==> src/rtl/core/adgf_pkg.sv <==
// Shared types, constants and helpers for the alpha disc glow filter.
`timescale 1ns / 1ps
`default_nettype none
package adgf_pkg;

  localparam int MAX_WIDTH = 256;
  localparam int COL_W     = $clog2(MAX_WIDTH);
  localparam int SIZE_W    = 9;
  localparam int ROW_W     = SIZE_W + 1;
  localparam int PIX_W     = 8;
  localparam int CSUM_W    = 14;
  localparam int TOT_W     = 16;
  localparam int X_W       = 15;
  localparam int QDEPTH    = 8;
  localparam int QPTR_W    = $clog2(QDEPTH);
  localparam int QCNT_W    = QPTR_W + 1;

  // 2*S >= 256*75 saturates; below that floor(x/75) = (x*M) >> SH
  localparam int SAT_LIMIT = 256 * 75 / 2;
  localparam int RECIP_SH  = 21;
  localparam int RECIP_M   = (2 ** RECIP_SH + 74) / 75;

  localparam logic CMD_PIXEL = 1'b0;
  localparam logic CMD_DRAIN = 1'b1;

  localparam logic [1:0] REG_WIDTH  = 2'd0;
  localparam logic [1:0] REG_HEIGHT = 2'd1;

  typedef struct packed {
    logic [4:0][CSUM_W-1:0] csum;
    logic                   last;
  } adgf_entry_t;

  function automatic logic [SIZE_W-1:0] clamp_size(input logic [SIZE_W-1:0] v);
    logic [SIZE_W-1:0] r;
    r = v;
    if (v < SIZE_W'(5)) r = SIZE_W'(5);
    else if (v > SIZE_W'(MAX_WIDTH)) r = SIZE_W'(MAX_WIDTH);
    return r;
  endfunction

  function automatic logic [3:0] disc_weight(input int dy, input int dx);
    logic [3:0] r;
    r = 4'd9;
    if ((dy == 0 || dy == 4) && (dx == 0 || dx == 4)) r = 4'd1;
    else if ((dy == 0 || dy == 4) && (dx == 1 || dx == 3)) r = 4'd7;
    else if ((dx == 0 || dx == 4) && (dy == 1 || dy == 3)) r = 4'd7;
    return r;
  endfunction

endpackage
`default_nettype wire

==> src/rtl/core/adgf_back.sv <==
// Back end: total, scale by 2/75 with saturation, output register.
`timescale 1ns / 1ps
`default_nettype none
module adgf_back import adgf_pkg::*; (
  input  wire logic             clk,
  input  wire logic             rst,
  input  wire logic             in_valid,
  input  wire adgf_entry_t      din,
  output logic                  in_ready,
  output logic                  out_valid,
  input  wire logic             out_ready,
  output logic [PIX_W-1:0]      out_alpha,
  output logic                  out_last
);
  logic             b1_valid, b1_sat, b1_last;
  logic [X_W-1:0]   b1_x;
  logic [TOT_W-1:0] total;
  logic             o_adv;
  logic [2*X_W-1:0] prod;

  assign o_adv    = !out_valid || out_ready;
  assign in_ready = !b1_valid || o_adv;

  always_comb begin
    total = '0;
    for (int i = 0; i < 5; i++) total = total + TOT_W'(din.csum[i]);
  end

  assign prod = (2*X_W)'(b1_x) * (2*X_W)'(RECIP_M);

  always_ff @(posedge clk) begin
    if (rst) begin
      b1_valid  <= 1'b0;
      out_valid <= 1'b0;
    end else begin
      if (in_ready) b1_valid <= in_valid;
      if (o_adv)    out_valid <= b1_valid;
    end
  end

  always_ff @(posedge clk) begin
    if (in_ready && in_valid) begin
      b1_x    <= X_W'({total, 1'b0});
      b1_sat  <= total >= TOT_W'(SAT_LIMIT);
      b1_last <= din.last;
    end
    if (o_adv && b1_valid) begin
      out_alpha <= b1_sat ? '1 : prod[RECIP_SH +: PIX_W];
      out_last  <= b1_last;
    end
  end
endmodule
`default_nettype wire

==> config.mk <==
export PLATFORM = sky130hd
export DESIGN_NAME = adgf_back
export DESIGN_NICKNAME = d
export VERILOG_FILES = /design/src/rtl/core/adgf_pkg.sv /design/src/rtl/core/adgf_back.sv
export SDC_FILE = /design/constraint.sdc
export NUM_CORES = 1
export LEC_CHECK = 0
export BUFFER_PORTS_ARGS = -buffer_cell sky130_fd_sc_hd__buf_2
export CAP_MARGIN = 10
export CORE_UTILIZATION = 50
export DETAILED_ROUTE_END_ITERATION = 10
export PLACE_DENSITY = 0.67
export SETUP_SLACK_MARGIN = 0.15
export SLEW_MARGIN = 20
export SYNTH_ARGS = -nofsm -noshare
export SYNTH_HDL_FRONTEND = slang
export SYNTH_SLANG_ARGS = --single-unit
==> constraint.sdc <==
create_clock -name clk -period 6.9 [get_ports clk]
set_clock_uncertainty 0.15 [all_clocks]
set_input_delay 1.38 -clock clk [delete_from_list [all_inputs] [get_ports clk]]
set_output_delay 1.38 -clock clk [all_outputs]
set_load 0.02 [all_outputs]
### Word-level counts from Yosys, hierarchy flattened

Cells that the tools add are included.
Widths: inputs -> output; s select.

* output and inout port bits: 11
* bits of input ports: 75
* register bits: 27
* logic and storage cells: 19

* reduce and logical (&&, ||, !) cells: 6
* magnitude comparators: 1
* add/subtract/negate cells: 4
* multipliers: 1

Operators with widths (count)
* $add 16x14->16: 2
* $mul 14x15->28 const B: 1
* $add 15x14->16: 1
* $ge 16x14->1 const B: 1
* $add 14x14->15: 1
* $logic_and 1x1->1: 2
* $logic_not 1->1: 2
* $logic_or 1x1->1: 2

### Depth between registers and ports, before layout

Gate-level depths: netlist of the first run.

* depth in word-level cells: 5
* depth in mapped cells: 20
* mapped depth without buffers: 20

### Least setup slack after synthesis of the first run

Ideal clock, no wire load.

* kind: reg2reg
* start: reg b1_x[11]
* end: reg out_alpha[5] (data pin)
* clock period less this slack: 5.571 ns
* data required time: 6.496 ns
* buffers on the path: 0
* setup time: 0.254 ns
* stages on the path, launching flop included: 19
* slack: 1.329 ns
* arrival time: 5.167 ns
* path through: edfxtp_1 inv_1 fa_1 fa_1 inv_1 fa_1 fa_1 fa_1 inv_1 fa_1 inv_1 ha_1 a211oi_1 o21ai_0 a21oi_1 o31a_1 nor3_1 or4_1 a21o_1

* longest elaborated chain between the ends: 1

RTL lines
* start, declared: RTL line adgf_back.sv:16 `logic [X_W-1:0] b1_x;`
* start signal, assigned: RTL line adgf_back.sv:43 `b1_x <= X_W'({total, 1'b0});`
* $mul 14x15->28: RTL line adgf_back.sv:29 `assign prod = (2*X_W)'(b1_x) * (2*X_W)'(RECIP_M);`
* end signal, assigned: RTL line adgf_back.sv:48 `out_alpha <= b1_sat ? '1 : prod[RECIP_SH +: PIX_W];`
* end, declared: RTL line adgf_back.sv:12 `output logic [PIX_W-1:0] out_alpha,`

No other way between the ends.
A chain may end at the register's enable or synchronous reset.

### Worst setup path after layout of the first run

* start: reg b1_x[9]
* end: reg out_alpha[4] (data pin)

The elaborated chain is that of the path after synthesis.

==> flow_metrics.env, run 1 <==
export IMPL_chipHeight_um=118
export IMPL_cts_tree="built"
export IMPL_register_to_register_setup_slack_ns=0.84
export IMPL_numCtsBuffers=3
export IMPL_hold_depth=0
export IMPL_clk_pin_slew_ns=0.08
export IMPL_worst_r2r_startpoint="b1_x[9]"
export IMPL_status="finished clean"
export IMPL_synth_fp_nets=998
export IMPL_startpoint_type="flip-flop"
export IMPL_worstHoldStart="b1_last"
export IMPL_clock_sinks=27
export IMPL_drt_iter0_drc=198
export IMPL_maximum_number_of_pins_on_one_net_before_global_route_repair=17
export IMPL_ys_seq_elements=27
export IMPL_grt_pass1_vias=5023
export IMPL_timing_max_transition_violations_final=0
export IMPL_initial_core_util_pct=51.1
export IMPL_end_kind="flip-flop"
export IMPL_synth_main_ff_cell="edfxtp_1"
export IMPL_post_synth_top_area_cell="fa_1"
export IMPL_drive_above_1_share_pct=12.3
export IMPL_chipWidth_um=118
export IMPL_crit_type="reg -> reg"
export IMPL_grt_first_pass_wirelength_um=22800
export IMPL_detail_route_vias_per_cell=4.88
export IMPL_fmax_mhz=165
export IMPL_post_cts_resized=0
export IMPL_holdPathEnd="out_last"
export IMPL_std_cell_rows=42
export IMPL_number_of_ports_placed_on_the_die_boundary=86
export IMPL_worst_hold_path_type="reg -> reg"
export IMPL_critical_path_reg2reg_endpoint="out_alpha[4]"
export IMPL_worst_slew_margin_rel_pct=44.4
export IMPL_timing_critical_path_required_ns=6.79
export IMPL_clk_root_buffer_cell="clkbuf_16"
export IMPL_finalNetCount=1087
export IMPL_async_reset_ff_share_pct=0
export IMPL_syn2layout_area_growth_pct=10.7
export IMPL_postCtsHoldBufs=0
export IMPL_post_dp_hpwl_um=12200
export IMPL_antenna_found_initial=0
export IMPL_syn_inst=682
export IMPL_cp_data_arrival_time_ns=5.95
export IMPL_setup_tns_ns=0
export IMPL_setup_repair_after_global_routing_missed_its_margin="no"
export IMPL_dr_pass1_iterations=6
export IMPL_detail_route_antenna_nets=0
export IMPL_grt_ovfl_total=0
export IMPL_placed_cell_area_mm2=0.00738
export IMPL_clockBufferDepth=2
export IMPL_synth_sequential_area_ratio_pct=11.7
export IMPL_groute_usage_overall_pct=20.5
export IMPL_post_synthesis_cell_area_mm2=0.00675
export IMPL_drc=0
export IMPL_number_of_flops_mapped_to_enable_cells_by_yosys=25
export IMPL_finalHoldViolCount=0
export IMPL_fp_dieArea_mm2=0.0140
export IMPL_synth_top_cell_area_share_pct=35.9
export IMPL_antennaDiodeCount=0
export IMPL_cts_htree_levels=1
export IMPL_synth_top_cells_by_count="inv_1 (234), fa_1 (121), ha_1 (120), edfxtp_1 (25), a21oi_1 (24)"
export IMPL_synth_area_per_inst_um2=9.89
export IMPL_synth_lib_cells_used_distinct=43
export IMPL_vias=4614
export IMPL_setup_viol=0
export IMPL_number_of_post_cts_setup_repair_buffers=0
export IMPL_yosysWarnings=0
export IMPL_crit_path_max_fanout=5
export IMPL_drv_max_cap_violation_count=0
export IMPL_fin_area_mm2=0.00747
export IMPL_detail_route_wirelength_um=13200
export IMPL_finalCritPeriodShare_pct=87.8
export IMPL_synth_top_cells_by_area="fa_1 (36%), ha_1 (22%), inv_1 (13%)"
export IMPL_wl_per_cell_um=14.0
export IMPL_clkLatencyLatePin_ns=0.28
export IMPL_globalplace_congestion=0.892
export IMPL_min_cycle_time_layout_ns=6.06
export IMPL_portBuffers=85
export IMPL_fp_coreArea_mm2=0.0132
export IMPL_reg2regPathDepth=16
export IMPL_worst_slew_pin_slew_ns=0.832
export IMPL_synth_most_common_cell="inv_1"
==> cell families (layout without fill, tap and decap cells) <==
kind of cell	after synthesis	after routing	share of synthesized area [%]
xor gates and xnor gates	22	22	2.86
DFF	27	27	11.7
buffers and inverters	235	323	13.1
adders and majority gates	241	241	58.2
AOI/OAI and AO/OA	85	85	8.83
and+or+nand+nor	71	71	5.16
muxes	1	1	0.148
==> placed cells by master, fill, tap and decap left out, drive strengths merged <==
cell,instances
a2111oi,3
a211o,2
a211oi,5
a21o,15
a21oi,25
a221oi,1
a311oi,3
a31oi,2
a41oi,1
and2,2
and3,4
buf,85
clkbuf,3
clkinvlp,1
dfxtp,2
edfxtp,25
fa,121
ha,120
inv,234
mux2i,1
nand2,17
nand2b,7
nand3,4
nand4,6
nor2,19
nor2b,5
nor3,3
o211ai,2
o21a,2
o21ai,15
o21bai,3
o22ai,1
o31a,1
o31ai,2
o41ai,2
or2,2
or4,2
xnor2,17
xor2,5
==> how the worst max path moves through the flow <==
stage                  start            to  slack (ns)  cells after the start
floorplan           b1_x[11]  out_alpha[5]        1.33                     18
global placement     b1_x[9]  out_alpha[4]        1.06                     16
detailed placement   b1_x[9]  out_alpha[4]        0.85                     16
CTS                  b1_x[9]  out_alpha[4]        0.84                     16
global route         b1_x[9]  out_alpha[4]        0.45                     16
finish               b1_x[9]  out_alpha[4]        0.84                     16
==> per-layer routing <==
layer | track usage (%) | up-vias | share of wire (%)
met5 | 0 | - | 0
met4 | 5.37 | 0 | 1.7
met3 | 0.772 | 15 | 2.5
met2 | 38.0 | 103 | 51
met1 | 26.0 | 2210 | 45
li1 | - | 2286 | -
==> critical path, stage by stage (launching register included) <==
cell	delay, ns
edfxtp_1	0.47
inv_1	0.10
fa_1	0.52
fa_1	0.56
inv_1	0.06
fa_1	0.51
fa_1	0.53
fa_1	0.57
fa_1	0.42
ha_1	0.36
nand4_1	0.13
a21oi_1	0.06
a2111oi_1	0.49
a31oi_1	0.29
a311oi_1	0.39
xor2_1	0.18
nand2b_1	0.07
==> through the flow <==
step / worst slack (ns) / util [%] / hold slack (ns) / instances
final: 0.838 / 56.6 / 0.287 / 946
after detailed placement: 0.851 / 56.0 / 0.272 / 942
after global placement: 1.06 / 56.0 / 0.254 / 942
after global routing: 0.446 / 56.6 / 0.307 / 946
after CTS: 0.843 / 56.6 / 0.291 / 946
after floorplan: 1.33 / - / 0.250 / 682
==> area by class of cell <==
class / instances / area (um2)
Fill cell: 1143 / 5720
Inverter: 234 / 878
Clock inverter: 1 / 7.51
Clock buffer: 3 / 75.1
Multi-Input combinational cell: 420 / 5070
Timing Repair Buffer: 85 / 425
Sequential cell: 27 / 791
Tap cell: 176 / 220
==> sequential cells by signal, indices dropped and copies added, names as in the netlist <==
name       cells
b1_last        1
b1_x          14
out_last       1
b1_sat         1
out_alpha      8
out_valid      1
b1_valid       1
Power of run 1 is not shown: default switching activity piles up to over one toggle a cycle in this logic, so the estimate is an artifact.
==> run 2: changes to the inputs <==
Settings changed: PLACE_DENSITY 0.67 to 0.76.
==> run 2 against run 1 <==
Net effect:
- critical endpoint unchanged
- hold slack lost 0.014 ns
- flip-flop and latch count is the same
- fmax grew 2.3%
- global-route usage shrank 0.18 points
- first-iteration DRC count shrank 8.6%
- via count grew 2.7%
- register-to-register slack gained 0.14 ns
- utilization is the same
- cell area is the same
- die area is the same
- non-clock buffer count is the same
- routed wire length shrank 2.1%
==> flow_metrics.env, run 2 (synthesis gave the netlist of run 1 again) <==
export IMPL_top_regs="b1_x (14), out_alpha (8)"
export IMPL_postCtsHoldBufs=0
export IMPL_initial_core_util_pct=51.1
export IMPL_fill_cells=1157
export IMPL_cp_num_buf_inv=2
export IMPL_timing_critical_path_required_ns=6.79
export IMPL_cp_data_arrival_time_ns=5.81
export IMPL_worst_hold_path_type="reg -> reg"
export IMPL_finalCritPeriodShare_pct=85.8
export IMPL_grt_first_pass_wirelength_um=22500
export IMPL_clk_pin_slew_ns=0.08
export IMPL_timing_max_transition_violations_final=0
export IMPL_layout_setup_ws_ns=0.976
export IMPL_startpoint_type="flip-flop"
export IMPL_path_common_cell="fa_1"
export IMPL_setup_viol=0
export IMPL_detail_route_antenna_nets=0
export IMPL_fp_dieArea_mm2=0.0140
export IMPL_most_common_library_cell_in_the_layout_ignoring_fill_and_taps="inv_1"
export IMPL_number_of_flip_flops_under_the_largest_register_name=14
export IMPL_grt_ovfl_total=0
export IMPL_post_cts_resized=0
export IMPL_clockBufferDepth=2
export IMPL_critical_path_top_delay_family="adder cells"
export IMPL_critical_path_cell_chain="inv_1 -> fa_1 -> fa_1 -> inv_1 -> fa_1 -> fa_1 -> fa_1 -> fa_1 -> ha_1 -> nand2_1 -> nor2_1 -> a2111oi_1 -> a31oi_1 -> a311oi_1 -> xor2_1 -> nand2b_1"
export IMPL_finalHoldViolCount=0
export IMPL_portBuffers=85
export IMPL_status="finished clean"
export IMPL_end_kind="flip-flop"
export IMPL_dr_pass1_iterations=4
export IMPL_drt_iter0_drc=181
export IMPL_fmax_mhz=169
export IMPL_antennaDiodeCount=0
export IMPL_cpPeakStageDelay_ns=0.57
export IMPL_wl_per_cell_um=13.7
export IMPL_chipHeight_um=118
export IMPL_clock_sinks=27
export IMPL_globalplace_congestion=0.934
export IMPL_number_of_post_cts_setup_repair_buffers=0
export IMPL_grt_pass1_vias=5134
export IMPL_drive_above_1_share_pct=12.3
export IMPL_worst_slew_pin_slew_ns=0.815
export IMPL_std_cell_rows=42
export IMPL_numCtsBuffers=3
export IMPL_detail_route_wirelength_um=13000
export IMPL_groute_usage_overall_pct=20.3
export IMPL_drc=0
export IMPL_maximum_number_of_pins_on_one_net_before_global_route_repair=17
export IMPL_syn2layout_area_growth_pct=10.7
export IMPL_antenna_found_initial=0
export IMPL_cts_htree_levels=1
export IMPL_most_common_layout_cells="inv_1 (234), fa_1 (121), ha_1 (120)"
export IMPL_worst_slew_margin_rel_pct=45.5
export IMPL_post_dp_hpwl_um=11900
export IMPL_setup_repair_after_global_routing_missed_its_margin="no"
export IMPL_postLayoutCoreUtil_pct=56.6
export IMPL_cts_tree="built"
export IMPL_clkLatencyLatePin_ns=0.28
export IMPL_chipWidth_um=118
export IMPL_drv_max_cap_violation_count=0
export IMPL_crit_path_max_fanout=5
export IMPL_max_flop_register="b1_x"
export IMPL_min_cycle_time_layout_ns=5.92
export IMPL_slowest_cell_on_the_critical_path="fa_1"
export IMPL_setup_tns_ns=0
export IMPL_number_of_ports_placed_on_the_die_boundary=86
export IMPL_clk_root_buffer_cell="clkbuf_16"
export IMPL_detail_route_vias_per_cell=5.01
export IMPL_vias=4737
export IMPL_worst_setup_timing_slack_at_the_placement_stage_ns=0.928
export IMPL_fp_coreArea_mm2=0.0132
export IMPL_crit_type="reg -> reg"
export IMPL_finalNetCount=1087
[run 2: cell counts in the layout (fill, tap and decap cells not counted)]
Identical to the previous run, type by type.
[run 2: worst reg2reg max path, cell delays in order, from the launching register on]
cell	delay (ns)
edfxtp_1	0.46
inv_1	0.15
fa_1	0.45
fa_1	0.56
inv_1	0.06
fa_1	0.51
fa_1	0.53
fa_1	0.57
fa_1	0.42
ha_1	0.36
nand2_1	0.09
nor2_1	0.04
a2111oi_1	0.50
a31oi_1	0.26
a311oi_1	0.36
xor2_1	0.17
nand2b_1	0.06
[run 2: final timing paths]
| path | from | endpoint | slack [ns] | cells past startpoint |
|---|---|---|---|---|
| min | b1_last | out_last | 0.27 | 0 |
| max reg2reg | b1_x[11] | out_alpha[4] | 0.98 | 16 |
| min reg2reg | b1_last | out_last | 0.27 | 0 |
| max | b1_x[11] | out_alpha[4] | 0.98 | 16 |
[run 2: cell type report]
class	count	area, um2	area share, %
timing repair buffer	85	425	5.70
inverter	234	878	11.8
multi-input combinational	420	5070	67.9
clock inverter	1	7.51	0.101
clock buffer	3	75.1	1.01
sequential	27	791	10.6
tap	176	220	2.95
[run 2: through the flow]
stage          std cells  hold slack (ns)  area [um2]
6_report             946            0.273        7470
5_1_grt              946            0.298        7470
4_1_cts              946            0.273        7470
3_5_place_dp         942            0.255        7380
3_3_place_gp         942            0.258        7380
2_1_floorplan        682            0.250        6750
[run 2: per-layer routing]
metal | wire length (um) | vias up | global-route usage [%] | part of all wire [%]
li1 | - | 2284 | - | -
met3 | 635 | 34 | 2.22 | 4.9
met4 | 508 | 0 | 8.89 | 3.9
met5 | 0 | - | 0 | 0
met2 | 6290 | 151 | 36.2 | 49
met1 | 5520 | 2268 | 24.7 | 43
Power of run 2 is left out for the same reason.
