File: src/rtl/core/adgf_pkg.sv
// Shared types, constants and helpers for the alpha disc glow filter.
`timescale 1ns / 1ps
`default_nettype none
package adgf_pkg;

  localparam int MAX_WIDTH = 256;
  localparam int COL_W     = $clog2(MAX_WIDTH);
  localparam int SIZE_W    = 9;
  localparam int ROW_W     = SIZE_W + 1;
  localparam int PIX_W     = 8;
  localparam int CSUM_W    = 14;
  localparam int TOT_W     = 16;
  localparam int X_W       = 15;
  localparam int QDEPTH    = 8;
  localparam int QPTR_W    = $clog2(QDEPTH);
  localparam int QCNT_W    = QPTR_W + 1;

  // 2*S >= 256*75 saturates; below that floor(x/75) = (x*M) >> SH
  localparam int SAT_LIMIT = 256 * 75 / 2;
  localparam int RECIP_SH  = 21;
  localparam int RECIP_M   = (2 ** RECIP_SH + 74) / 75;

  localparam logic CMD_PIXEL = 1'b0;
  localparam logic CMD_DRAIN = 1'b1;

  localparam logic [1:0] REG_WIDTH  = 2'd0;
  localparam logic [1:0] REG_HEIGHT = 2'd1;

  typedef struct packed {
    logic [4:0][CSUM_W-1:0] csum;
    logic                   last;
  } adgf_entry_t;

  function automatic logic [SIZE_W-1:0] clamp_size(input logic [SIZE_W-1:0] v);
    logic [SIZE_W-1:0] r;
    r = v;
    if (v < SIZE_W'(5)) r = SIZE_W'(5);
    else if (v > SIZE_W'(MAX_WIDTH)) r = SIZE_W'(MAX_WIDTH);
    return r;
  endfunction

  function automatic logic [3:0] disc_weight(input int dy, input int dx);
    logic [3:0] r;
    r = 4'd9;
    if ((dy == 0 || dy == 4) && (dx == 0 || dx == 4)) r = 4'd1;
    else if ((dy == 0 || dy == 4) && (dx == 1 || dx == 3)) r = 4'd7;
    else if ((dx == 0 || dx == 4) && (dy == 1 || dy == 3)) r = 4'd7;
    return r;
  endfunction

endpackage
`default_nettype wire

File: src/rtl/core/adgf_queue.sv
// Short FIFO of column sums between front and back ends.
`timescale 1ns / 1ps
`default_nettype none
module adgf_queue import adgf_pkg::*; (
  input  wire logic        clk,
  input  wire logic        rst,
  input  wire logic        push,
  input  wire adgf_entry_t din,
  input  wire logic        pop,
  output adgf_entry_t      dout,
  output logic             nonempty,
  output logic [QCNT_W-1:0] count
);
  adgf_entry_t       slots [QDEPTH];
  logic [QPTR_W-1:0] wptr, rptr;

  always_ff @(posedge clk) begin
    if (rst) begin
      wptr  <= '0;
      rptr  <= '0;
      count <= '0;
    end else begin
      if (push) wptr <= wptr + QPTR_W'(1);
      if (pop)  rptr <= rptr + QPTR_W'(1);
      count <= count + QCNT_W'(push) - QCNT_W'(pop);
    end
  end

  always_ff @(posedge clk) begin
    if (push) slots[wptr] <= din;
  end

  assign dout     = slots[rptr];
  assign nonempty = (count != '0);
endmodule
`default_nettype wire

File: config.mk
export PLATFORM = sky130hd
export DESIGN_NAME = adgf_queue
export DESIGN_NICKNAME = d
export VERILOG_FILES = /design/src/rtl/core/adgf_pkg.sv /design/src/rtl/core/adgf_queue.sv
export SDC_FILE = /design/constraint.sdc
export NUM_CORES = 1
export LEC_CHECK = 0
export BUFFER_PORTS_ARGS = -buffer_cell sky130_fd_sc_hd__buf_2
export CAP_MARGIN = 20
export CORE_ASPECT_RATIO = 0.9
export CORE_MARGIN = 8
export CORE_UTILIZATION = 30
export DETAILED_ROUTE_END_ITERATION = 10
export PLACE_DENSITY = 0.53
export REMOVE_ABC_BUFFERS = 1
export SYNTH_ARGS = -nofsm -noshare
export SYNTH_HDL_FRONTEND = slang
export SYNTH_SLANG_ARGS = --single-unit
File: constraint.sdc
create_clock -name clk -period 10.6 [get_ports clk]
set_input_delay 2.65 -clock clk [delete_from_list [all_inputs] [get_ports clk]]
set_output_delay 2.65 -clock clk [all_outputs]
set_load 0.1 [all_outputs]
Word-level counts from Yosys, hierarchy flattened:

Memories as Yosys holds them, arrays and structs flattened. A register that Yosys moved wholly into a read port is not among the register bits.
Index checks and enable logic that the tools add are counted.

* add/subtract/negate cells: 4
* muxes and demuxes: 4
* reduce and logical (&&, ||, !) cells: 1

Operators with widths (number)
* 3-bit by 1-bit adder with 3-bit output, second input constant: 2
* 3-bit two-way mux: 2
* 4-bit by 1-bit adder with 4-bit output: 1
* 4-bit nonzero test: 1
* 4-bit by 1-bit subtractor with 4-bit output: 1
* 1-bit two-way mux: 2

* flip-flop bits (word level): 10
* RAM bits: 568
* bits of input ports: 75
* output and inout bits: 76
* memories: 1

Memory list
* slots: words 8, bits a word 71, rd ports 1, clocked after memory_dff 1, wr ports 1, RTL line adgf_queue.sv:14 `adgf_entry_t slots [QDEPTH];`

Logic depth before layout (Yosys ltp):

Gate-level depths: netlist of the first run.

* depth after elaboration: 3
* mapped depth: 8
* depth with buffers taken out: 8

Worst setup path after synthesis of the first run:

OpenSTA, ideal clock, no wires.

* kind: input to register
* start: input port push
* end: memory slots[0][0] (netlist bit) (enable)
* arrival: 7.581 ns
* slack: 2.432 ns
* stages: 2
* path buffers: 0
* path through: nand2b_1 -> nor3_1

* cells in the longest elaborated chain, start to end: 2

Ends and longest elaborated chain
* from (decl): RTL line adgf_queue.sv:7 `input wire logic push,`
* 1-bit two-way mux: RTL line adgf_queue.sv:30 `if (push) slots[wptr] <= din;`
* 1-bit two-way mux (not written as such): RTL line adgf_queue.sv:30
* to (decl): RTL line adgf_queue.sv:14

No other way between the ends.

==> out/qor.txt, run 1 <==
Worst skew pair latency: 0.58 ns
Period utilization: 57.4%
Register Area: 17300 um^2
Synth-to-layout area growth: 18.1%
Area occupied by multi-input gates: 4370 um^2
CTS sink count: 581
Global-route wire length before repair: 68500 um
Compound-cell area share of the yosys netlist: 0.109%
Vias in the first global route: 10700
Critical path class: reg2out
Worst endpoint required time: 7.95 ns
Clock Path Buffers: 3
Core Region: 72700 um^2
Top post-synthesis cells by area: edfxtp_1 78%, mux4_2 15%, mux2_2 3.7%, dfxtp_1 1.2%, buf_6 0.46%
Routed wire length: 46300 um
Max_cap viols: 0
Top_reg_cell synth: edfxtp_1
CTS clk-pin slew, worst paths: 0.06 ns
Ratio of cells with drive above 1 in the final layout: 43.0%
Yosys warnings: 0
CTS root buf: clkbuf_16
Post-Route Skew: 0.0171 ns
Worst slew margin: 35.8%
Seq cells post-synth: 581
Synth Instances: 889
Final hold violation count: 0
Status: finished, final reports clean
Placed cells: 1979
Die Width: 301 um
WHS Path Cells: 2
Fin nets: 1170
CTS tree: yes
Multiplexer area fraction after synthesis: 18.3%
DIE HEIGHT: 272 um
Drt pass-1 iters: 6
IO Pins: 151
Post-CTS setup buffers: 0
Pin count of the biggest net entering global routing: 73
Maximum VDD drop: 0.154 mV
Pleak: 8.11 nW
Most frequent cells after synthesis: 568 x edfxtp_1, 142 x mux4_2, 71 x mux2_2
IO buf count: 150
Number of enable flip-flop cells after synthesis: 568
Post-synthesis simple-gate area fraction: 0.589%
Slew at the pin closest to its max-slew limit: 0.963 ns
Filler cells: 6704
Post-Synth Adder-Cell Area: 0.491%
Cts hold-fix bufs: 0
Slew Limit Fails: 0
CP Launch Type: register
PD cells: 210 nW/um^2
Main combinational cell family by area after synthesis: multiplexers
Global-route usage over all layers: 11.2%
Reg2reg setup slack: 8.12 ns
Reg2Reg Depth: 4
Die area: 81900 um^2
Final min period: 6.09 ns
Initial antenna violation count: 8
Synth area leader: edfxtp_1
Total power: 5.42 mW
Count leader, synth: edfxtp_1
Synth Area per Inst: 24.6 um^2
HP Class: reg2reg
Hpwl dp: 24800 um
RSZ-0062 raised after global routing: no
Resized cells post-CTS: 0
Sequential fraction of the synthesis area: 79.1%
Setup Viol. Count Final: 0
Vias post-DR: 9680
Post-synth top area share: 77.9%
Global route overflow: 0
Cell Count, Final, Fillers Out: 2098
Setup crit end kind: output pin
Share of synthesized flip-flops with an asynchronous set or reset: 0%
Arr. time, crit path: 3.44 ns
Synthesized cell area: 21900 um^2
WHS Endpoint: wptr[0]$_SDFFE_PP0P_
Post-DRT Antenna Nets: 0
Achievable Freq: 164 MHz
Crit-path max FO: 44
RR Endpoint: slots[0][24]$_DFFE_PP_
Drt drc: 0
Starting DRT DRC Count: 622
Initial Util: 30.1%
Min-Delay Startpoint: wptr[0]$_SDFFE_PP0P_
Xor/xnor cell area share of the yosys netlist: 0.160%
Vias/cell: 4.61
Placer congestion estimate: 0.659
Final setup TNS: 0 ns
Inserted Clock Buffers: 66
WL/cell: 22.1 um
H-Tree Depth: 3
FP Rows: 94
Unique cell type count in the Yosys netlist: 22
Start of the worst register-to-register path: wptr[0]$_SDFFE_PP0P_
## per-stage QoR
stage	setup WS [ns]	hold WS (ns)	cell area [um^2]	utilization, %
6_report	4.51	0.504	25800	35.6
5_1_grt	4.23	0.544	25800	35.6
4_1_cts	4.35	0.510	25800	35.6
3_5_place_dp	5.00	0.499	23800	32.8
3_3_place_gp	5.02	0.490	23800	32.8
2_1_floorplan	0.943	0.469	21700	-
## layout make-up
type | instances | share of cell area [%]
Antenna cell | 2 | 0.0194
Clock buffer | 81 | 6.69
Clock inverter | 36 | 1.05
Inverter | 7 | 0.102
Multi-Input combinational cell | 260 | 16.9
Sequential cell | 581 | 67.0
Tap cell | 960 | 4.65
Timing Repair Buffer | 171 | 3.56
## cells in the final DEF (no fill, tap or decap)
cell type / instances
buf_4: 20
nor2b_1: 1
mux4_2: 142
bufinv_16: 2
inv_1: 7
mux2i_1: 2
a21oi_1: 3
diode_2: 2
clkinv_2: 12
buf_2: 150
mux2_2: 71
clkbuf_16: 67
dfxtp_4: 3
clkinvlp_4: 5
nor2_1: 9
clkbuf_1: 14
nand3_1: 2
clkinv_8: 2
ha_1: 7
a31o_2: 1
clkinv_1: 10
xor2_1: 3
edfxtp_1: 568
nand2_1: 4
xnor2_1: 1
nand2b_1: 5
nor2_4: 6
buf_12: 1
inv_6: 5
nor3_2: 2
fa_1: 1
dfxtp_1: 10
## cells by family (layout without fill, tap and decap cells)
family                   count (synthesis)  in the layout
flip-flops                             581            581
multiplexers                           215            215
buffers and inverters                   48            295
AND/OR/NAND/NOR                         29             29
adder cells (fa/ha/maj)                  8              8
AO/OA/AOI/OAI                            4              4
XOR/XNOR                                 4              4
other                                    0              2
## metal layers
| metal | GRT usage [%] | share of wire [%] | vias to the layer above |
|---|---|---|---|
| met5 | 0 | 0.15 | - |
| met4 | 3.84 | 2.4 | 12 |
| met3 | 3.00 | 5.5 | 91 |
| met2 | 18.1 | 48 | 208 |
| met1 | 14.6 | 44 | 5183 |
| li1 | - | - | 4186 |
## power breakdown
| group | internal (mW) | switching, mW | total (mW) | leakage, nW |
|---|---|---|---|---|
| sequential | 2.58 | 0.0266 | 2.60 | 5.27 |
| clock | 1.22 | 0.883 | 2.10 | 0.970 |
| combinational | 0.181 | 0.539 | 0.721 | 1.87 |
## critical path: stages, from the launching register on
cell	delay, ns
dfxtp_4	0.75
buf_4	0.82
mux4_2	0.59
mux2_2	0.33
buf_2	0.31
## sequential cells by signal, summed over array words and instances (netlist names), named ones only
signal / flops
count: 4
rptr: 3
slots: 568
wptr: 3
## worst max path at each step
stage / start / endpoint / slack, ns
5_1_grt: register / dout[4] / 4.23
2_1_floorplan: register / dout[0] / 0.94
4_1_cts: register / dout[4] / 4.35
3_3_place_gp: register / dout[4] / 5.02
6_report: register / dout[7] / 4.51
3_5_place_dp: register / dout[4] / 5.00
Power figures use the tool's default switching activity.
==> run 2, diff against run 1 <==
ABC_AREA = 1   (was default)
clock period = 6.32 ns   (was 10.6 ns; I/O delays follow)
==> out/qor.txt, run 2 <==
Status: finished, final reports clean (unchanged)
Achievable Freq: 210 MHz
Slew Limit Fails: 0 (unchanged)
Die area: 94200 um^2 (was 81900 um^2)
Post-Route Skew: 0.0122 ns (was 0.0171 ns)
Synth area leader: edfxtp_1 (unchanged)
CTS clk-pin slew, worst paths: 0.05 ns (was 0.06 ns)
Ratio of cells with drive above 1 in the final layout: 10.1% (was 43.0%)
CP Launch Type: register (unchanged)
Period utilization: 75.3%
Synthesized cell area: 25400 um^2 (was 21900 um^2)
Critical path class: reg2out (unchanged)
Core Region: 84200 um^2 (was 72700 um^2)
Cell mode on critical path: nand2_1
Leading cell types in the layout, fill and taps excluded: 934 x nand2_1, 582 x inv_1, 568 x edfxtp_1, 287 x nand3_1, 150 x buf_2 (was 568 x edfxtp_1, 150 x buf_2, 142 x mux4_2, 71 x mux2_2, 67 x clkbuf_16)
Max incr delay on CP: 0.68 ns (was 0.82 ns)
Yosys warnings: 0 (unchanged)
Synth-to-layout area growth: 15.4% (was 18.1%)
Area occupied by multi-input gates: 5250 um^2 (was 4370 um^2)
Die Width: 323 um (was 301 um)
Placer congestion estimate: 0.683 (was 0.659)
Global-route wire length before repair: 94600 um (was 68500 um)
Worst skew pair latency: 0.59 ns (was 0.58 ns)
Cts hold-fix bufs: 0 (unchanged)
Drt drc: 0 (unchanged)
Crit-path max FO: 136 (was 44)
IO Pins: 151 (unchanged)
Vias in the first global route: 15600 (was 10700)
Inserted Clock Buffers: 66 (unchanged)
Setup crit end kind: output pin (unchanged)
Vias post-DR: 15900 (was 9680)
Most common cell after layout, fill and taps aside: nand2_1 (was edfxtp_1)
Global-route usage over all layers: 13.0% (was 11.2%)
Initial antenna violation count: 9 (was 8)
Top_reg_cell synth: edfxtp_1 (unchanged)
Final min period: 4.76 ns
WL/cell: 16.0 um (was 22.1 um)
Post-DRT Antenna Nets: 0 (unchanged)
Total power: 9.60 mW (was 5.42 mW)
Pin count of the biggest net entering global routing: 137 (was 73)
Synth Area per Inst: 10.0 um^2 (was 24.6 um^2)
Resized cells post-CTS: 0 (unchanged)
CP max-delay cell: dfxtp_4 (was buf_4)
Seq cells post-synth: 581 (unchanged)
Fin nets: 2746 (was 1170)
Sw frac: 29.4% (was 26.7%)
Arr. time, crit path: 3.18 ns (was 3.44 ns)
Top post-synthesis cells by area: edfxtp_1 67%, nand2_1 14%, inv_1 8.6%, nand3_1 5.7%, dfxtp_1 1.0% (was edfxtp_1 78%, mux4_2 15%, mux2_2 3.7%, dfxtp_1 1.2%, buf_6 0.46%)
Largest Register: slots (unchanged)
Cell Count, Final, Fillers Out: 3851 (was 2098)
RSZ-0062 raised after global routing: no (unchanged)
CTS sink count: 581 (unchanged)
HP Class: reg2reg (unchanged)
Largest regs: slots (568), count (4) (unchanged)
Setup Viol. Count Final: 0 (unchanged)
Share of synthesized flip-flops with an asynchronous set or reset: 0% (unchanged)
Maximum VDD drop: 0.347 mV (was 0.154 mV)
Register Area: 17300 um^2 (unchanged)
Pleak: 13.2 nW (was 8.11 nW)
Post-synth top area share: 67.2% (was 77.9%)
FP Rows: 101 (was 94)
Initial Util: 30.2% (was 30.1%)
Placed inst area: 27200 um^2 (was 23800 um^2)
Largest register FFs: 568 (unchanged)
Count leader, synth: nand2_1 (was edfxtp_1)
Unique cell type count in the Yosys netlist: 20 (was 22)
Placed cells: 3728 (was 1979)
Reg2reg setup slack: 4.01 ns (was 8.12 ns)
Post-CTS setup buffers: 0 (unchanged)
Slew at the pin closest to its max-slew limit: 1.03 ns (was 0.963 ns)
Synth Instances: 2533 (was 889)
Drt pass-1 iters: 5 (was 6)
Post-route cell area: 29300 um^2 (was 25800 um^2)
Sequential share of power: 45.5% (was 48.0%)
Global route overflow: 0 (unchanged)
Combinational share of power: 16.4% (was 13.3%)
IO buf count: 150 (unchanged)
Worst slew margin: 31.3% (was 35.8%)
Final hold violation count: 0 (unchanged)
Internal power: 6.78 mW (was 3.97 mW)
Hpwl dp: 31900 um (was 24800 um)
Net Sw Power: 2.82 mW (was 1.45 mW)
CTS tree: yes (unchanged)
H-Tree Depth: 3 (unchanged)
Min Hold Slack: 0.496 ns (was 0.504 ns)
CTS root buf: clkbuf_16 (unchanged)
Max_cap viols: 0 (unchanged)
Sequential fraction of the synthesis area: 68.2% (was 79.1%)
Crit-path cells: inv_8, buf_12, nand2_1, nand3_1, nand2_1, nand2_1, nand2_1, buf_2 (was buf_4, mux4_2, mux2_2, buf_2)
Most frequent cells after synthesis: 934 x nand2_1, 582 x inv_1, 568 x edfxtp_1 (was 568 x edfxtp_1, 142 x mux4_2, 71 x mux2_2)
Number of enable flip-flop cells after synthesis: 568 (unchanged)
Worst endpoint required time: 4.74 ns (was 7.95 ns)
DIE HEIGHT: 292 um (was 272 um)
Routed wire length: 61500 um (was 46300 um)
Clock power share: 38.0% (was 38.7%)
Starting DRT DRC Count: 1024 (was 622)
Vias/cell: 4.14 (was 4.61)
PD cells: 327 nW/um^2 (was 210 nW/um^2)
Final Core Density: 34.8% (was 35.6%)
Clock Path Buffers: 3 (unchanged)
Filler cells: 8473 (was 6704)
==> run 2: cell families (layout without fill, tap and decap cells) <==
kind of cell	Yosys count	in the layout	synth area share [%]
buffers and inverters	694	875	11.4
adders and majority gates	8	8	0.424
AOI/OAI and AO/OA	9	9	0.177
DFF	581	581	68.2
and+or+nand+nor	1239	1239	19.7
xor gates and xnor gates	2	2	0.0690
other	0	4	0
==> run 2: critical path: cells and delay by family (launching register included) <==
family                 cells  cell delay (ns)
flip-flops                 1             0.68
AND/OR/NAND/NOR            5             0.54
buffers and inverters      3             1.25
==> run 2: final cells by class <==
cell class | instances | share of cell area, %
multi-input combinational | 1258 | 17.9
tap | 1133 | 4.84
clock inverter | 32 | 0.781
inverter | 585 | 7.54
timing repair buffer | 171 | 3.53
clock buffer | 87 | 6.26
sequential | 581 | 59.1
antenna | 4 | 0.0342
==> run 2: layer usage <==
metal | track usage [%] | up-vias | part of all wire (%)
li1 | - | 8137 | -
met1 | 17.4 | 7451 | 46
met2 | 21.6 | 266 | 47
met3 | 2.51 | 89 | 4.6
met4 | 3.46 | 4 | 2.1
met5 | 0 | - | 0.055
==> run 2: final timing paths <==
path	endpoint	startpoint	cells past startpoint
min reg2reg	wptr[0]$_SDFFE_PP0P_	wptr[0]$_SDFFE_PP0P_	2
min	wptr[0]$_SDFFE_PP0P_	wptr[0]$_SDFFE_PP0P_	2
max	dout[19]	register	8
max reg2reg	slots[4][69]$_DFFE_PP_	wptr[0]$_SDFFE_PP0P_	3
==> run 2: power groups by stage <==
| stage | clock network (mW) | logic (mW) | registers, mW |
|---|---|---|---|
| 6_report | 3.65 | 1.58 | 4.37 |
| 2_1_floorplan | 0 | 1.14 | 4.56 |
| 3_5_place_dp | 0 | 1.60 | 4.45 |
| 3_3_place_gp | 0 | 1.60 | 4.45 |
| 5_1_grt | 3.91 | 1.71 | 4.38 |
| 4_1_cts | 3.77 | 1.61 | 4.37 |
==> run 2: metrics by stage <==
step | setup TNS [ns] | setup WS [ns]
6_report | 0 | 1.56
5_1_grt | 0 | 1.38
4_1_cts | 0 | 1.51
3_5_place_dp | 0 | 2.16
3_3_place_gp | 0 | 2.16
2_1_floorplan | -317.27 | -4.47
==> run 3, diff against run 2 <==
PLACE_DENSITY = 0.55   (was 0.53)
clock period = 3.85 ns   (was 6.32 ns; I/O delays follow)
==> out/qor.txt, run 3 (synthesized netlist as in run 2, its figures left out) <==
Setup crit end kind: output pin (unchanged)
DIE HEIGHT: 292 um (unchanged)
Vias/cell: 4.14 (about the same)
Max_cap viols: 0 (unchanged)
Global-route wire length before repair: 90900 um (was 94600 um)
Setup Viol. Count Final: 0 (unchanged)
Drt drc: 0 (unchanged)
Post-DRT Antenna Nets: 0 (unchanged)
Placed inst area: 28200 um^2 (was 27200 um^2)
CTS tree: yes (unchanged)
IO Pins: 151 (unchanged)
Min Hold Slack: 0.511 ns (was 0.496 ns)
Inserted Clock Buffers: 67 (was 66)
Cell mode on critical path: nand2_1 (unchanged)
Worst slack, placed: 1.07 ns (was 2.16 ns)
Final Core Density: 36.1% (was 34.8%)
Largest regs: slots (568), count (4) (unchanged)
Fin nets: 2762 (was 2746)
Largest Register: slots (unchanged)
Post-route cell area: 30400 um^2 (was 29300 um^2)
Ratio of cells with drive above 1 in the final layout: 11.0% (was 10.1%)
Die area: 94200 um^2 (unchanged)
Filler cells: 8288 (was 8473)
Pin count of the biggest net entering global routing: 145 (was 137)
Routed wire length: 58900 um (was 61500 um)
Crit-path cells: inv_6, buf_4, nand3_1, nand2_1, nand2_1, nand2_1, buf_2 (was inv_8, buf_12, nand2_1, nand3_1, nand2_1, nand2_1, nand2_1, buf_2)
Core Region: 84200 um^2 (unchanged)
Total power: 16.4 mW (was 9.60 mW)
Critical path buffer and inverter count: 3 (unchanged)
CTS clk-pin slew, worst paths: 0.06 ns (was 0.05 ns)
Die Width: 323 um (unchanged)
PD cells: 539 nW/um^2 (was 327 nW/um^2)
Synth-to-layout area growth: 19.5% (was 15.4%)
Period utilization: 86.4%
Hpwl dp: 30700 um (was 31900 um)
Vias post-DR: 16000 (was 15900)
Critical path class: reg2out (unchanged)
Placed cells: 3743 (was 3728)
Cell Count, Final, Fillers Out: 3873 (was 3851)
Starting DRT DRC Count: 1058 (was 1024)
Min-Delay Startpoint: wptr[0]$_SDFFE_PP0P_ (unchanged)
Global route overflow: 0 (unchanged)
Most common cell after layout, fill and taps aside: nand2_1 (unchanged)
Pleak: 13.6 nW (was 13.2 nW)
Clock Path Buffers: 3 (unchanged)
CP Launch Type: register (unchanged)
Final min period: 3.33 ns
Global-route usage over all layers: 12.4% (was 13.0%)
Largest register FFs: 568 (unchanged)
Drt pass-1 iters: 5 (unchanged)
Slew Limit Fails: 0 (unchanged)
Maximum VDD drop: 0.321 mV (was 0.347 mV)
Achievable Freq: 300 MHz
Initial Util: 30.2% (unchanged)
Vias in the first global route: 15600 (about the same)
H-Tree Depth: 3 (unchanged)
Post-CTS setup buffers: 0 (unchanged)
CTS sink count: 581 (unchanged)
RSZ-0062 raised after global routing: no (unchanged)
Post-Route Skew: 0.0281 ns (was 0.0122 ns)
Final hold violation count: 0 (unchanged)
CTS root buf: clkbuf_16 (unchanged)
CP max-delay cell: buf_2 (was dfxtp_4)
Leading cell types in the layout, fill and taps excluded: 934 x nand2_1, 582 x inv_1, 568 x edfxtp_1, 287 x nand3_1, 100 x buf_2 (was 934 x nand2_1, 582 x inv_1, 568 x edfxtp_1, 287 x nand3_1, 150 x buf_2)
Worst skew pair latency: 0.60 ns (was 0.59 ns)
Cts hold-fix bufs: 0 (unchanged)
FP Rows: 101 (unchanged)
Arr. time, crit path: 2.37 ns (was 3.18 ns)
Worst endpoint required time: 2.89 ns (was 4.74 ns)
HP Class: reg2reg (unchanged)
WL/cell: 15.2 um (was 16.0 um)
Status: finished, final reports clean (unchanged)
IO buf count: 150 (unchanged)
Crit-path max FO: 52 (was 136)
Placer congestion estimate: 0.700 (was 0.683)
Slew at the pin closest to its max-slew limit: 0.811 ns (was 1.03 ns)
Top delay family on crit path: buffers and inverters (unchanged)
Worst slew margin: 45.9% (was 31.3%)
Final Worst Setup Slack: 0.522 ns (was 1.56 ns)
Initial antenna violation count: 6 (was 9)
Final setup TNS: 0 ns (unchanged)
Resized cells post-CTS: 0 (unchanged)
Max incr delay on CP: 0.42 ns (was 0.68 ns)
Start of the worst register-to-register path: wptr[0]$_SDFFE_PP0P_ (unchanged)
-- run 3: cell count changes in the layout (fill, tap and decap cells not counted), sizes merged --
cell      change
bufinv        +3
diode         +2
inv           +7
buf          +15
clkinvlp      +1
clkinv        -6
-- run 3: final cells by class --
| class | instances | area [um^2] | share of cell area (%) |
|---|---|---|---|
| flip-flops and latches | 581 | 17300 | 57.1 |
| multi-input cells | 1258 | 5250 | 17.3 |
| inverters | 585 | 2210 | 7.28 |
| repair buffers | 186 | 1980 | 6.54 |
| clock buffers | 87 | 1790 | 5.91 |
| well taps | 1133 | 1420 | 4.67 |
| clock inverters | 37 | 369 | 1.22 |
| diodes | 6 | 15.0 | 0.0494 |
-- run 3: worst paths after layout --
kind	endpoint	slack (ns)	cells after the start
max reg2reg	slots[7][31]$_DFFE_PP_	1.99	3
min	wptr[0]$_SDFFE_PP0P_	0.51	2
min reg2reg	wptr[0]$_SDFFE_PP0P_	0.51	2
max	dout[4]	0.52	7
-- run 3: layer usage --
metal | vias up | global-route usage [%] | part of all wire (%)
met3 | 89 | 2.42 | 4.5
met4 | 0 | 3.63 | 2.2
met1 | 7487 | 16.3 | 46
met2 | 278 | 20.7 | 47
li1 | 8175 | - | -
met5 | - | 0 | 0
-- run 3: tightest hold or removal path: stages (launching register included) --
cell and delay [ns]:
dfxtp_1 0.34, nand2_1 0.07, a21oi_1 0.05
-- run 3: power by group --
group,switching [mW],leakage (nW),internal [mW]
sequential,0.0428,5.27,7.11
clock,2.51,1.06,3.72
combinational,2.19,7.32,0.788
total,4.74,13.6,11.6
